$ cat config.mk
export PLATFORM = sky130hd
export DESIGN_NAME = scancode_to_ascii_keyboard_unit
export DESIGN_NICKNAME = d
export VERILOG_FILES = /design/src/rtl/sc2a_pkg.sv /design/src/rtl/sc2a_xlate.sv /design/src/rtl/scancode_to_ascii_keyboard_unit.sv
export SDC_FILE = /design/constraint.sdc
export NUM_CORES = 1
export LEC_CHECK = 0
export ABC_AREA = 0
export BUFFER_PORTS_ARGS = -buffer_cell sky130_fd_sc_hd__buf_2
export CAP_MARGIN = 5
export CORE_MARGIN = 5
export CORE_UTILIZATION = 55
export CTS_CLUSTER_DIAMETER = 120
export DETAILED_ROUTE_END_ITERATION = 16
export GPL_ROUTABILITY_DRIVEN = 0
export PLACE_DENSITY_LB_ADDON = 0.3
export SYNTH_ARGS = -nofsm -noshare
export SYNTH_HDL_FRONTEND = slang
export SYNTH_SLANG_ARGS = --single-unit
$ cat constraint.sdc
create_clock -name clk -period 4.1 [get_ports clk]
set_clock_uncertainty 0.05 [all_clocks]
set_input_delay 0.82 -clock clk [delete_from_list [all_inputs] [get_ports clk]]
set_output_delay 0.82 -clock clk [all_outputs]
set_load 0.02 [all_outputs]
$ cat src/rtl/sc2a_pkg.sv
// ----------------------------------------------------------------------------
// sc2a_pkg
// Types, scancode constants and lookup tables for the set-1 scancode
// to ASCII translator.
// ----------------------------------------------------------------------------
package sc2a_pkg;

    localparam logic [7:0] SC_BACKSPACE = 8'h0E;
    localparam logic [7:0] SC_ENTER     = 8'h1C;
    localparam logic [7:0] SC_SPACE     = 8'h39;
    localparam logic [7:0] SC_LSHIFT    = 8'h2A;
    localparam logic [7:0] SC_RSHIFT    = 8'h36;
    localparam logic [7:0] SC_LSHIFT_UP = 8'hAA;
    localparam logic [7:0] SC_RSHIFT_UP = 8'hB6;
    localparam logic [7:0] SC_CAPS      = 8'h3A;
    localparam logic [7:0] SC_LCTRL     = 8'h1D;
    localparam logic [7:0] SC_LCTRL_UP  = 8'h9D;
    localparam logic [7:0] SC_KEY_C     = 8'h2E;
    localparam logic [7:0] SC_RELEASE   = 8'h80;

    localparam logic [6:0] ASCII_LOWER_A = 7'h61;
    localparam logic [6:0] ASCII_LOWER_Z = 7'h7A;
    localparam logic [6:0] ASCII_CASE    = 7'h20;

    typedef enum logic [2:0] {
        ACT_NONE       = 3'd0,
        ACT_CHAR       = 3'd1,
        ACT_BACKSPACE  = 3'd2,
        ACT_ENTER      = 3'd3,
        ACT_SPACE      = 3'd4,
        ACT_CANCEL     = 3'd5,
        ACT_CANCEL_RAW = 3'd6,
        ACT_RAW        = 3'd7
    } action_t;

    typedef enum logic {
        KIND_SCANCODE = 1'b0,
        KIND_CLEAR    = 1'b1
    } kind_t;

    typedef struct packed {
        logic cancel;
        logic caps;
        logic ctrl;
        logic shift;
    } flags_t;

    // Packed from the low bit up: key_code, ascii_char, action, flags.
    typedef struct packed {
        logic       cancel_pending;
        logic       caps_on;
        logic       ctrl_down;
        logic       shift_down;
        action_t    action;
        logic [6:0] ascii_char;
        logic [7:0] key_code;
    } result_t;

    localparam int RESULT_W = $bits(result_t);
    localparam int TDATA_W  = ((RESULT_W + 7) / 8) * 8;

    // Codes 0x3A..0x3F are padding and map to nothing.
    localparam logic [6:0] PLAIN_TAB [0:63] = '{
        7'h00, 7'h00, 7'h31, 7'h32, 7'h33, 7'h34, 7'h35, 7'h36,
        7'h37, 7'h38, 7'h39, 7'h30, 7'h2D, 7'h3D, 7'h08, 7'h09,
        7'h71, 7'h77, 7'h65, 7'h72, 7'h74, 7'h79, 7'h75, 7'h69,
        7'h6F, 7'h70, 7'h5B, 7'h5D, 7'h0A, 7'h00, 7'h61, 7'h73,
        7'h64, 7'h66, 7'h67, 7'h68, 7'h6A, 7'h6B, 7'h6C, 7'h3B,
        7'h27, 7'h60, 7'h00, 7'h5C, 7'h7A, 7'h78, 7'h63, 7'h76,
        7'h62, 7'h6E, 7'h6D, 7'h2C, 7'h2E, 7'h2F, 7'h00, 7'h2A,
        7'h00, 7'h20, 7'h00, 7'h00, 7'h00, 7'h00, 7'h00, 7'h00
    };

    localparam logic [6:0] SHIFT_TAB [0:63] = '{
        7'h00, 7'h00, 7'h21, 7'h40, 7'h23, 7'h24, 7'h25, 7'h5E,
        7'h26, 7'h2A, 7'h28, 7'h29, 7'h5F, 7'h2B, 7'h08, 7'h09,
        7'h51, 7'h57, 7'h45, 7'h52, 7'h54, 7'h59, 7'h55, 7'h49,
        7'h4F, 7'h50, 7'h7B, 7'h7D, 7'h0A, 7'h00, 7'h41, 7'h53,
        7'h44, 7'h46, 7'h47, 7'h48, 7'h4A, 7'h4B, 7'h4C, 7'h3A,
        7'h22, 7'h7E, 7'h00, 7'h7C, 7'h5A, 7'h58, 7'h43, 7'h56,
        7'h42, 7'h4E, 7'h4D, 7'h3C, 7'h3E, 7'h3F, 7'h00, 7'h2A,
        7'h00, 7'h20, 7'h00, 7'h00, 7'h00, 7'h00, 7'h00, 7'h00
    };

endpackage

$ cat src/rtl/sc2a_xlate.sv
// ----------------------------------------------------------------------------
// sc2a_xlate
// Combinational translation of one registered item: modifier tracking,
// table lookup, action decode and next keyboard flags.
// ----------------------------------------------------------------------------
module sc2a_xlate
(
    input  logic             passthru,
    input  logic             kind,
    input  logic [7:0]       scancode,
    input  sc2a_pkg::flags_t flags,
    output sc2a_pkg::flags_t flags_next,
    output sc2a_pkg::result_t result
);
    import sc2a_pkg::*;

    logic [6:0] base_char;
    logic [6:0] shift_char;
    logic [6:0] xlat_char;
    logic       is_letter;
    logic       is_modifier;
    logic       in_table;
    logic [6:0] ch;
    action_t    act;

    assign in_table   = (scancode[7:6] == 2'b00);
    assign base_char  = in_table ? PLAIN_TAB[scancode[5:0]] : 7'h00;
    assign shift_char = in_table ? SHIFT_TAB[scancode[5:0]] : 7'h00;
    assign is_letter  = (base_char >= ASCII_LOWER_A) && (base_char <= ASCII_LOWER_Z);

    always_comb
    begin
        flags_next  = flags;
        ch          = 7'h00;
        act         = ACT_NONE;
        is_modifier = 1'b0;
        xlat_char   = 7'h00;

        if (kind == KIND_CLEAR)
        begin
            flags_next.cancel = 1'b0;
        end
        else
        begin
            is_modifier = 1'b1;
            case (scancode)
                SC_LSHIFT, SC_RSHIFT:       flags_next.shift = 1'b1;
                SC_LSHIFT_UP, SC_RSHIFT_UP: flags_next.shift = 1'b0;
                SC_LCTRL:                   flags_next.ctrl  = 1'b1;
                SC_LCTRL_UP:                flags_next.ctrl  = 1'b0;
                default:                    is_modifier      = 1'b0;
            endcase

            if (is_letter)
                xlat_char = (flags.shift ^ flags.caps) ? (base_char ^ ASCII_CASE) : base_char;
            else
                xlat_char = flags.shift ? shift_char : base_char;

            if (scancode == SC_KEY_C && flags_next.ctrl)
            begin
                flags_next.cancel = 1'b1;
                act = passthru ? ACT_CANCEL_RAW : ACT_CANCEL;
            end
            else if (passthru)
            begin
                act = ACT_RAW;
            end
            else if (is_modifier || ((scancode & SC_RELEASE) != 8'h00))
            begin
                act = ACT_NONE;
            end
            else if (scancode == SC_CAPS)
            begin
                flags_next.caps = ~flags.caps;
            end
            else
            begin
                ch = xlat_char;
                if (ch != 7'h00)
                begin
                    case (scancode)
                        SC_BACKSPACE: act = ACT_BACKSPACE;
                        SC_ENTER:     act = ACT_ENTER;
                        SC_SPACE:     act = ACT_SPACE;
                        default:      act = ACT_CHAR;
                    endcase
                end
            end
        end
    end

    always_comb
    begin
        result.key_code       = (kind == KIND_CLEAR) ? 8'h00 : scancode;
        result.ascii_char     = ch;
        result.action         = act;
        result.shift_down     = flags_next.shift;
        result.ctrl_down      = flags_next.ctrl;
        result.caps_on        = flags_next.caps;
        result.cancel_pending = flags_next.cancel;
    end

endmodule

$ cat src/rtl/scancode_to_ascii_keyboard_unit.sv
// ----------------------------------------------------------------------------
// scancode_to_ascii_keyboard_unit
// Set-1 keyboard scancode to ASCII translator with modifier tracking.
// ----------------------------------------------------------------------------
// Each input transfer (a scancode byte, or a clear of the cancel flag when
// tuser is 1) gives exactly one output transfer. The block takes one transfer
// per cycle unless the output stalls: an input register feeds a single table
// lookup and flag update, which loads the output register. Shift, left ctrl,
// caps lock and the sticky ctrl+C flag advance as each item leaves the input
// register. The passthru register (1 passes scancodes untranslated) may be
// written only while no transfer is in flight.
module scancode_to_ascii_keyboard_unit
(
    input  logic        clk,
    input  logic        rst_n,
    input  logic        passthru_we,
    input  logic        passthru_wdata,
    input  logic        s_axis_tvalid,
    output logic        s_axis_tready,
    input  logic [7:0]  s_axis_tdata,   // [7:0] scancode
    input  logic [0:0]  s_axis_tuser,   // [0] kind
    output logic        m_axis_tvalid,
    input  logic        m_axis_tready,
    output logic [23:0] m_axis_tdata    // [7:0] key_code, [14:8] ascii_char,
                                        // [17:15] action, [18] shift_down,
                                        // [19] ctrl_down, [20] caps_on,
                                        // [21] cancel_pending, [23:22] zero
);
    import sc2a_pkg::*;

    logic    passthru_reg;
    logic    in_valid_reg;
    logic    in_kind_reg;
    logic [7:0] in_code_reg;
    logic    out_valid_reg;
    result_t out_reg;
    flags_t  flags_reg;

    flags_t  flags_next;
    result_t result_next;
    logic    advance;
    logic    in_xfer;

    assign advance       = in_valid_reg && (!out_valid_reg || m_axis_tready);
    assign s_axis_tready = !in_valid_reg || advance;
    assign in_xfer       = s_axis_tvalid && s_axis_tready;
    assign m_axis_tvalid = out_valid_reg;
    assign m_axis_tdata  = {(TDATA_W - RESULT_W)'(0), out_reg};

    sc2a_xlate u_xlate
    (
        .passthru   (passthru_reg),
        .kind       (in_kind_reg),
        .scancode   (in_code_reg),
        .flags      (flags_reg),
        .flags_next (flags_next),
        .result     (result_next)
    );

    always_ff @(posedge clk or negedge rst_n)
    begin
        if (!rst_n)
        begin
            passthru_reg  <= 1'b0;
            in_valid_reg  <= 1'b0;
            out_valid_reg <= 1'b0;
            flags_reg     <= '0;
        end
        else
        begin
            if (passthru_we)
                passthru_reg <= passthru_wdata;

            if (in_xfer)
                in_valid_reg <= 1'b1;
            else if (advance)
                in_valid_reg <= 1'b0;

            if (advance)
            begin
                out_valid_reg <= 1'b1;
                flags_reg     <= flags_next;
            end
            else if (m_axis_tready)
            begin
                out_valid_reg <= 1'b0;
            end
        end
    end

    always_ff @(posedge clk)
    begin
        if (in_xfer)
        begin
            in_kind_reg <= s_axis_tuser[0];
            in_code_reg <= s_axis_tdata;
        end
        if (advance)
            out_reg <= result_next;
    end

    a_cancel_result: assert property (@(posedge clk) disable iff (!rst_n)
        out_valid_reg && (out_reg.action == ACT_CANCEL || out_reg.action == ACT_CANCEL_RAW)
        |-> out_reg.cancel_pending && out_reg.ctrl_down && out_reg.key_code == SC_KEY_C)
        else $error("cancel action without ctrl+C state");

    a_char_nonzero: assert property (@(posedge clk) disable iff (!rst_n)
        out_valid_reg && (out_reg.action == ACT_CHAR || out_reg.action == ACT_BACKSPACE ||
                          out_reg.action == ACT_ENTER || out_reg.action == ACT_SPACE)
        |-> out_reg.ascii_char != 7'h00)
        else $error("character action with empty character");

    a_raw_no_char: assert property (@(posedge clk) disable iff (!rst_n)
        out_valid_reg && (out_reg.action == ACT_RAW || out_reg.action == ACT_CANCEL_RAW)
        |-> passthru_reg && out_reg.ascii_char == 7'h00)
        else $error("raw action outside raw mode or with a character");

    a_cancel_rise: assert property (@(posedge clk) disable iff (!rst_n)
        $rose(flags_reg.cancel) |-> out_valid_reg &&
            (out_reg.action == ACT_CANCEL || out_reg.action == ACT_CANCEL_RAW))
        else $error("cancel flag set without a cancel transfer");

    a_flags_match: assert property (@(posedge clk) disable iff (!rst_n)
        $past(advance) |-> out_reg.cancel_pending == flags_reg.cancel &&
            out_reg.caps_on == flags_reg.caps && out_reg.shift_down == flags_reg.shift)
        else $error("reported flags differ from flag state");

endmodule
==> impl_metrics.csv <==
group,metric,value,unit
job,maxCapViolCount,0,
worst_setup_path,crit_path_end_kind,"register",
clock_network,h-tree-depth,2,
timing,maxSlewHeadroom,42.7,%
status,status,"finished, final reports clean",
routing,drt_iter0_drc,353,
timing,worst_pin_slew,0.859,ns
timing,slew_violations,0,
routing,drcViolationCount,0,
grt,overflow,0,
clock_network,cts.hold.buffers_added,0,
grt,grt_pass1_vias,2671,
layout,num_antenna_cells,0,
die,core_area,5470,µm²
synth,ys_types,67,
grt,grt_max_degree,59,
grt,grt_first_pass_wirelength,12.8,mm
pwr,power_density,343,nW/µm²
worst_setup_path,start_kind,"register",
die,fp.dieW,84.9,µm
grt,grt_use_total,22.1,%
clock_network,cts-root-buf,"clkbuf_8",
routing,vias_per_cell,6.30,
worst_setup_path,critical_path_class,"reg2reg",
die,rows,27,
synth,async_flop_share,18.4,%
grt,grt_antenna_before_repair,0,
die,ios,41,
placement,io_buffers,38,
clock_network,numCtsBuffers,5,
pwr,switching_share,29.7,%
clock_network,clock-sinks,38,
timing,fin_setup_tns,0,ns
timing,min_period_over_period,91.7,%
worst_setup_path,cp.required,4.08,ns
clock_network,clk_latency,0.29,ns
synth,syn_inst,346,
synth,ys_seq_elements,38,
pwr,p_switching,352,µW
timing,max_freq,266,MHz
routing,final_antenna_net_count,0,
clock_network,cts.repair.resized,0,
clock_network,path_clk_slew,0.08,ns
die,dieArea,7200,µm²
synth,yosysWarnings,0,
routing,detail_route.wl_per_cell,17.7,µm
synth,seq_area_frac_synth,35.9,%
timing,rsz0062_at_grt,"no",
timing,fin_crit,3.76,ns
pwr,pwr-share-comb,26.2,%
pwr,p_leak,1.35,nW
routing,vias,2822,
pwr,peakVddDrop,276,µV
synth,avgSynthCellArea,8.91,µm²
timing,setup_ws,0.338,ns
routing,drt-total-wl,7.92,mm
placement,dp_hpwl,5.79,mm
clock_network,clock_path_buffers,2,
worst_setup_path,cp_data_arrival_time,3.74,ns
timing,final-hold-violation-count,0,
die,start_util,56.3,%
placement,dp_worst_setup_slack,0.376,ns
routing,drtPass1Iterations,6,
synth,synth-edff-count,31,
hold_path,hp-class,"in2async",
pwr,seq_power_share,41.0,%
clock_network,cts_tree,"yes",
layout,fin_nets,404,
worst_setup_path,cp_max_fo,9,
timing,finalSetupViolations,0,
layout,syn_to_final_growth,12.1,%
synth,synth_area,3080,µm²
layout,drive_above_1_share,20.7,%
pwr,internal-power,831,µW
pwr,p_clk_share,32.8,%
clock_network,cts_setup_buffers,0,
synth,yosys_most_used_dff,"edfxtp_1",
die,die-height,84.9,µm
layout,largest_register_ffs,22,
through the flow:
stage	hold slack, ns	total power, mW	utilization [%]	cell area (µm²)	cells
finish	0.303	1.18	63.1	3450	448
global route	0.294	1.24	63.1	3450	448
CTS	0.302	1.18	63.1	3450	448
detailed placement	0.427	0.796	60.5	3310	440
global placement	0.413	0.789	60.5	3310	440
floorplan	0.399	0.714	-	3090	347
synth_stat cells (all sizes together) (6+ instances only):
cell type,n,share of area (%)
nand3,9,1.5
nand2,18,2.2
clkbuf,12,1.5
o21ai,25,4.2
nand4,6,1.2
mux2i,7,2.3
buf,17,3.7
dfrtp,7,5.7
ha,14,5.7
o211ai,6,1.5
nor3,11,1.9
edfxtp,31,30
nand2b,15,3.0
nor2,36,4.4
nor2b,9,1.8
inv,14,1.7
a21oi,17,2.8
layout by cell type, fill, tap and decap left out, types with 5 or more instances in the layout:
master    synthesis  final
a21boi_0          5      5
a21oi_1          17     17
buf_2             6     38
buf_4             5     11
clkbuf_8          0      6
dfrtp_1           7      7
edfxtp_1         31     31
ha_1             14     14
inv_1            12     12
mux2i_1           7      7
nand2_1          18     18
nand2b_1         15     15
nand3_1           9      9
nand4_1           6      6
nor2_1           36     36
nor2b_1           9      9
nor3_1           10     10
o211ai_1          6      6
o21a_1            5      5
o21ai_0          22     22
xnor2_1           5      5
critical path, cell delays in order, from the launching register on:
cell	delay (ns)
edfxtp_1	0.42
inv_1	0.25
ha_1	0.45
mux2i_1	0.13
o22ai_1	0.23
nor3_1	0.11
o21a_1	0.22
or4b_1	0.55
o21ai_2	0.28
mux2_2	0.40
nor4_2	0.29
o21bai_1	0.12
routing by layer:
layer  GRT usage (%)  up-vias  wire length (µm)
met5               0        -                 0
met4            10.4        0               265
met3            5.44       38               588
met2            34.6      145              3790
met1            28.8     1301              3270
li1                -     1338                 -
power groups by stage:
stage	registers, mW	clock network [mW]	logic [mW]
after floorplan	0.501	0	0.212
after global placement	0.491	0	0.298
after detailed placement	0.492	0	0.303
after CTS	0.484	0.395	0.305
after global routing	0.489	0.411	0.336
final	0.485	0.389	0.310
cell families after synthesis:
family / count (synthesis) / share of synthesized area, %
buf+inv: 43 / 6.82
flops: 38 / 35.9
xor+xnor: 5 / 1.42
fa+ha+maj: 14 / 5.68
other cells: 1 / 0.122
compound gates: 104 / 23.4
simple gates: 130 / 22.5
mux: 11 / 4.10
layout make-up:
class / instances / area (µm²)
Sequential cell: 38 / 1110
Multi-Input combinational cell: 266 / 1770
Tap cell: 72 / 90.1
Inverter: 14 / 52.6
Clock inverter: 2 / 60.1
Fill cell: 496 / 2020
Timing Repair Buffer: 50 / 293
Clock buffer: 6 / 82.6
worst paths after layout:
check / from / to / slack [ns] / depth (start not counted)
worst max register to register: in_code_reg[0]$_DFFE_PP_ / m_axis_tdata[16]$_SDFFCE_PP0P_ / 0.34 / 11
worst max-delay path: in_code_reg[0]$_DFFE_PP_ / m_axis_tdata[16]$_SDFFCE_PP0P_ / 0.34 / 11
max in group asynchronous: rst_n / passthru_reg$_DFFE_PN0P_ / 3.53 / 1
min in group clk: flags_reg[3]$_DFFE_PN0P_ / flags_reg[3]$_DFFE_PN0P_ / 0.44 / 2
worst min register to register: flags_reg[3]$_DFFE_PN0P_ / flags_reg[3]$_DFFE_PN0P_ / 0.44 / 2
worst min-delay path: rst_n / in_valid_reg$_DFFE_PN0P_ / 0.30 / 1
Power figures use the tool's default switching activity.
